### config.mk
export PLATFORM = sky130hd
export DESIGN_NAME = bal_ctrl
export DESIGN_NICKNAME = d
export VERILOG_FILES = /design/src/bal_pkg.sv /design/src/bal_ctrl.sv
export SDC_FILE = /design/constraint.sdc
export NUM_CORES = 1
export LEC_CHECK = 0
export ABC_AREA = 1
export BUFFER_PORTS_ARGS = -buffer_cell sky130_fd_sc_hd__buf_2
export CAP_MARGIN = 20
export CORE_MARGIN = 1
export CORE_UTILIZATION = 45
export DETAILED_ROUTE_END_ITERATION = 12
export PLACE_DENSITY = 0.76
export SLEW_MARGIN = 10
export SYNTH_ARGS = -nofsm -noshare
export SYNTH_HDL_FRONTEND = slang
export SYNTH_SLANG_ARGS = --single-unit
export TNS_END_PERCENT = 30
### constraint.sdc
create_clock -name clk -period 1.55 [get_ports clk]
set_input_delay 0.0775 -clock clk [delete_from_list [all_inputs] [get_ports clk]]
set_output_delay 0.0775 -clock clk [all_outputs]
set_load 0.05 [all_outputs]
### src/bal_pkg.sv
package bal_pkg;

  // curve sampling
  localparam int NUM_SAMPLES = 101;
  localparam int DEN         = NUM_SAMPLES - 1;
  localparam int IDX_W       = $clog2(NUM_SAMPLES);
  localparam int IN_W        = 7;

  // fixed-point widths
  localparam int CRD_W  = 16;
  localparam int T_W    = 17;
  localparam int LEN_W  = 32;
  localparam int PRD_W  = LEN_W + IN_W;
  localparam int DIV_W  = 48;
  localparam int DCNT_W = $clog2(DIV_W);
  localparam int ROOT_W = 21;
  localparam int SOP_W  = 2 * ROOT_W;
  localparam int SCNT_W = $clog2(ROOT_W);

  localparam logic [T_W-1:0] T_ONE = T_W'(65536);

  // division by DEN as a multiplication by the rounded-up reciprocal,
  // exact for every dividend below 2**PRD_W
  localparam int RCP_SH = PRD_W + $clog2(DEN);
  localparam int RCP_H  = (PRD_W + 2) / 2;
  localparam int RCP_W  = 2 * RCP_H;
  localparam logic [RCP_W-1:0] RCP_M =
    RCP_W'(((64'd1 << RCP_SH) + 64'(DEN) - 64'd1) / 64'(DEN));
  localparam logic [RCP_H-1:0] RCP_ML = RCP_M[RCP_H-1:0];
  localparam logic [RCP_H-1:0] RCP_MH = RCP_M[RCP_W-1:RCP_H];

  // table parameter steps, t_k = round(k * 65536 / DEN) built incrementally
  localparam int TR_W     = $clog2(DEN) + 1;
  localparam int T_STEP_Q = 65536 / DEN;
  localparam int T_STEP_R = 65536 % DEN;
  localparam int T_INIT_R = DEN / 2;

  // configuration registers
  localparam int NUM_REGS  = 8;
  localparam int CFG_IDX_W = 8;
  localparam logic [CFG_IDX_W-1:0] REG_P0_X = CFG_IDX_W'(0);
  localparam logic [CFG_IDX_W-1:0] REG_P0_Y = CFG_IDX_W'(1);
  localparam logic [CFG_IDX_W-1:0] REG_P3_X = CFG_IDX_W'(6);
  localparam logic [CFG_IDX_W-1:0] REG_P3_Y = CFG_IDX_W'(7);

  // divider operand select
  localparam logic [1:0] DIV_TGT  = 2'd0;
  localparam logic [1:0] DIV_FRAC = 2'd1;
  localparam logic [1:0] DIV_TPAR = 2'd2;

  typedef struct packed {
    logic       load;
    logic       tb_init;
    logic       bez_start;
    logic       sq;
    logic       sqrt_start;
    logic       tb_write;
    logic       pt_p0;
    logic       pt_p3;
    logic       pt_bez;
    logic       tgt_mul;
    logic       div_start;
    logic [1:0] div_sel;
    logic       srch_init;
    logic       rd_mid;
    logic       srch_cmp;
    logic       rd_lo;
    logic       lat_lo;
    logic       lat_hi;
    logic       frac_zero;
    logic       frac_set;
    logic       t_set;
    logic       out_load;
  } bal_cmd_t;

  typedef struct packed {
    logic table_valid;
    logic bez_done;
    logic sqrt_done;
    logic div_done;
    logic tb_last;
    logic tbk_zero;
    logic k_zero;
    logic k_end;
    logic srch_done;
    logic seg_zero;
    logic out_free;
  } bal_sts_t;

endpackage

### src/bal_ctrl.sv
module bal_ctrl import bal_pkg::*; (
  input  logic     clk,
  input  logic     rst_n,
  input  logic     in_tvalid,
  output logic     in_tready,
  input  bal_sts_t sts,
  output bal_cmd_t cmd
);

  localparam logic [4:0] S_IDLE    = 5'd0;
  localparam logic [4:0] S_CHK     = 5'd1;
  localparam logic [4:0] S_TB_BEZ  = 5'd2;
  localparam logic [4:0] S_TB_BWT  = 5'd3;
  localparam logic [4:0] S_TB_SQ   = 5'd4;
  localparam logic [4:0] S_TB_SWT  = 5'd5;
  localparam logic [4:0] S_TB_WR   = 5'd6;
  localparam logic [4:0] S_QSEL    = 5'd7;
  localparam logic [4:0] S_TDIV    = 5'd8;
  localparam logic [4:0] S_TDWT    = 5'd9;
  localparam logic [4:0] S_SRCH    = 5'd10;
  localparam logic [4:0] S_SCMP    = 5'd11;
  localparam logic [4:0] S_RLO     = 5'd12;
  localparam logic [4:0] S_RHI     = 5'd13;
  localparam logic [4:0] S_FRAC    = 5'd14;
  localparam logic [4:0] S_FWT     = 5'd15;
  localparam logic [4:0] S_PDIV    = 5'd16;
  localparam logic [4:0] S_PWT     = 5'd17;
  localparam logic [4:0] S_QBEZ    = 5'd18;
  localparam logic [4:0] S_QBWT    = 5'd19;
  localparam logic [4:0] S_OUT     = 5'd20;
  localparam logic [4:0] S_TB_SQWT = 5'd21;

  logic [4:0] state_r, state_nxt;

  assign in_tready = (state_r == S_IDLE);

  // next state and commands
  always_comb begin
    state_nxt   = state_r;
    cmd         = '0;
    cmd.div_sel = DIV_TGT;
    case (state_r)
      S_IDLE: if (in_tvalid) begin
        cmd.load  = 1'b1;
        state_nxt = S_CHK;
      end
      S_CHK: begin
        if (!sts.table_valid) begin
          cmd.tb_init = 1'b1;
          state_nxt   = S_TB_BEZ;
        end else begin
          state_nxt = S_QSEL;
        end
      end
      S_TB_BEZ: begin
        cmd.bez_start = 1'b1;
        state_nxt     = S_TB_BWT;
      end
      S_TB_BWT: if (sts.bez_done) begin
        state_nxt = sts.tbk_zero ? S_TB_WR : S_TB_SQ;
      end
      S_TB_SQ: begin
        cmd.sq    = 1'b1;
        state_nxt = S_TB_SWT;
      end
      S_TB_SWT: begin
        cmd.sqrt_start = 1'b1;
        state_nxt      = S_TB_SQWT;
      end
      S_TB_SQWT: if (sts.sqrt_done) begin
        state_nxt = S_TB_WR;
      end
      S_TB_WR: begin
        cmd.tb_write = 1'b1;
        state_nxt    = sts.tb_last ? S_QSEL : S_TB_BEZ;
      end
      S_QSEL: begin
        if (sts.k_zero) begin
          cmd.pt_p0 = 1'b1;
          state_nxt = S_OUT;
        end else if (sts.k_end) begin
          cmd.pt_p3 = 1'b1;
          state_nxt = S_OUT;
        end else begin
          cmd.tgt_mul = 1'b1;
          state_nxt   = S_TDIV;
        end
      end
      S_TDIV: begin
        cmd.div_start = 1'b1;
        cmd.div_sel   = DIV_TGT;
        state_nxt     = S_TDWT;
      end
      S_TDWT: if (sts.div_done) begin
        cmd.srch_init = 1'b1;
        state_nxt     = S_SRCH;
      end
      S_SRCH: begin
        if (sts.srch_done) begin
          cmd.rd_lo = 1'b1;
          state_nxt = S_RLO;
        end else begin
          cmd.rd_mid = 1'b1;
          state_nxt  = S_SCMP;
        end
      end
      S_SCMP: begin
        cmd.srch_cmp = 1'b1;
        state_nxt    = S_SRCH;
      end
      S_RLO: begin
        cmd.lat_lo = 1'b1;
        state_nxt  = S_RHI;
      end
      S_RHI: begin
        cmd.lat_hi = 1'b1;
        state_nxt  = S_FRAC;
      end
      S_FRAC: begin
        if (sts.seg_zero) begin
          cmd.frac_zero = 1'b1;
          state_nxt     = S_PDIV;
        end else begin
          cmd.div_start = 1'b1;
          cmd.div_sel   = DIV_FRAC;
          state_nxt     = S_FWT;
        end
      end
      S_FWT: if (sts.div_done) begin
        cmd.frac_set = 1'b1;
        state_nxt    = S_PDIV;
      end
      S_PDIV: begin
        cmd.div_start = 1'b1;
        cmd.div_sel   = DIV_TPAR;
        state_nxt     = S_PWT;
      end
      S_PWT: if (sts.div_done) begin
        cmd.t_set = 1'b1;
        state_nxt = S_QBEZ;
      end
      S_QBEZ: begin
        cmd.bez_start = 1'b1;
        state_nxt     = S_QBWT;
      end
      S_QBWT: if (sts.bez_done) begin
        cmd.pt_bez = 1'b1;
        state_nxt  = S_OUT;
      end
      S_OUT: if (sts.out_free) begin
        cmd.out_load = 1'b1;
        state_nxt    = S_IDLE;
      end
      default: state_nxt = S_IDLE;
    endcase
  end

  always_ff @(posedge clk) begin
    if (!rst_n)
      state_r <= S_IDLE;
    else
      state_r <= state_nxt;
  end

endmodule

==> metrics.txt <==
Mapped Cells 150; first-pass GRT wire length 3570 µm; DRT Pass-1 Iters 4; hold crit path type in -> reg; status finished, final reports clean; dpl ws ~0.021 ns; Hold Fails Final Rpt 0; reg-to-reg critical path startpoint state_r[0]$_SDFFE_PN0P_; Initial DRC Count 36; power after layout between 1500 and 2000 µW; wire per inst 12.1 µm; Root Driver clkbuf_4; Cell Pwr Density 1460 nW/µm²; crit path max fanout 6; die width ~43 µm; crit start category flip-flop; Placed Area 982 µm²; post-synth cell types 19; antenna violations before repair 0; fmax approximately 650 MHz; biggest regs state_r x5; Final Worst Setup Slack 0.0130 ns; CP required 1.47 ns; Worst-path clk slew 0.05 ns; Max-Cap Viols 0; area grow syn2layout 46.8%; cts hold-fix bufs 0; sequential share of the synthesized area 0.131; largest net degree at the start of global routing 11; clk_skew about 0.001 ns; clock tree from TritonCTS done; core box area 1540 µm²; Final #Nets 210; Worst-Skew Late Latency 0.25 ns; final setup vio count 0; Port Buffer Count 37; Worst EP arrival 1.46 ns; GP Congestion approximately 0.89; Core Rows 14; Hold Startpoint rst_n; DP HPWL 1810 µm; number of clock sinks 5; syn avg cell area around 5.1 µm²; via count 1093; IO Pins 38; WS Path Type reg -> out; share of cells above drive strength 1 0.385; Post-Route WL 2550 µm; CTS max path bufs 2; RSZ-0062 raised after global routing yes; CP Capture Type primary output; VDD IR max 0.00103 V; Worst Setup SP state_r[1]$_SDFFE_PN0P_; Final Max Tran Viols 0; non-filler cells, final ~210; worst rel slew slack 0.837; Synth Register Bits 5; cts bufs inserted 3; Synthesis Warnings 0; Via density 5.18; Static Leak 0.000724 µW; height of the die between 40 and 50 µm; vias in the first global route 875; Largest register FFs 5; worst reg2reg setup slack around 0.080 ns; Post-Synthesis Cell Area approximately 760 µm²; total gr overflow 0; Initial Util 0.494; most frequent cells in the layout nand2_1 (47), inv_1 (26), buf_2 (25); Net Count, Synth 164; drt drc 0; H-Tree Depth 1; commonest non-fill, non-tap cell in the layout nand2_1; Tightest Pin Transition 0.244 ns; Antenna Nets Post-Route 0; Biggest register state_r; DP Cell Count 203; Antenna diodes 0; fin crit share 0.992; final hold slack 0.123 ns; Final Critical Period 1.54 ns; GRT Total Usage 0.245; design area around 1100 µm²; Die ar. around 1900 µm²
==> Yosys cell counts (all sizes together) <==
master  number  area, µm²
nor3         5       30.0
buf          3       17.5
a21oi        5       25.0
dfxtp        5        100
inv         30        115
nand3       18        110
nand4        4       25.0
o21ai        1       5.00
nor2        29        136
nand2       50        198
==> metal layers <==
| layer | global-route usage | part of all wire |
|---|---|---|
| met1 | 0.323 | 0.43 |
| met2 | 0.421 | 0.48 |
| met3 | 0.0170 | 0.078 |
| met4 | 0.0727 | 0.015 |
| met5 | 0 | 0 |
==> report_power, final <==
group | leakage (µW) | internal, µW | switching, µW
Clock | 0.0000150 | 98.1 | 65.0
Combinational | 0.000665 | 362 | 847
Sequential | 0.0000435 | 178 | 86.5
Total | 0.000724 | 639 | 999
==> cells by family after synthesis <==
| group | after synthesis | share of synthesized area |
|---|---|---|
| simple gates | 106 | 0.655 |
| buf+inv | 33 | 0.174 |
| compound gates | 6 | 0.0394 |
| flops | 5 | 0.131 |
==> path summary, 6_finish.rpt <==
path	endpoint	cells past startpoint
min	state_r[4]$_SDFFE_PN0P_	3
min reg2reg	state_r[0]$_SDFFE_PN0P_	2
max reg2reg	state_r[2]$_SDFFE_PN0P_	10
max	cmd[3]	5
==> final cells by class <==
class,count,area (µm²)
fill,150,423
inverter,30,115
clock buffer,4,26.3
tap,16,20.0
multi-input combinational,112,571
sequential,5,111
timing repair buffer,44,275
==> worst max-delay path: stages, from the launching register on <==
cell	delay (ns)
dfxtp_2	0.40
inv_1	0.13
nor2_4	0.19
inv_1	0.12
nor3_4	0.17
buf_6	0.19
==> through the flow <==
| step | utilization | setup TNS (ns) |
|---|---|---|
| 2_1_floorplan | - | -0.980 |
| 3_3_place_gp | 0.637 | 0 |
| 3_5_place_dp | 0.637 | 0 |
| 4_1_cts | 0.678 | 0 |
| 5_1_grt | 0.726 | -0.180 |
| 6_report | 0.726 | 0 |
==> timing repair <==
action	in CTS	in global routing
buffers inserted	0	4
pin swaps	1	3
gates cloned	0	0
resized for setup	14	17
setup endpoints to repair	18	16
Note: power is estimated with default switching activity, not from simulation.
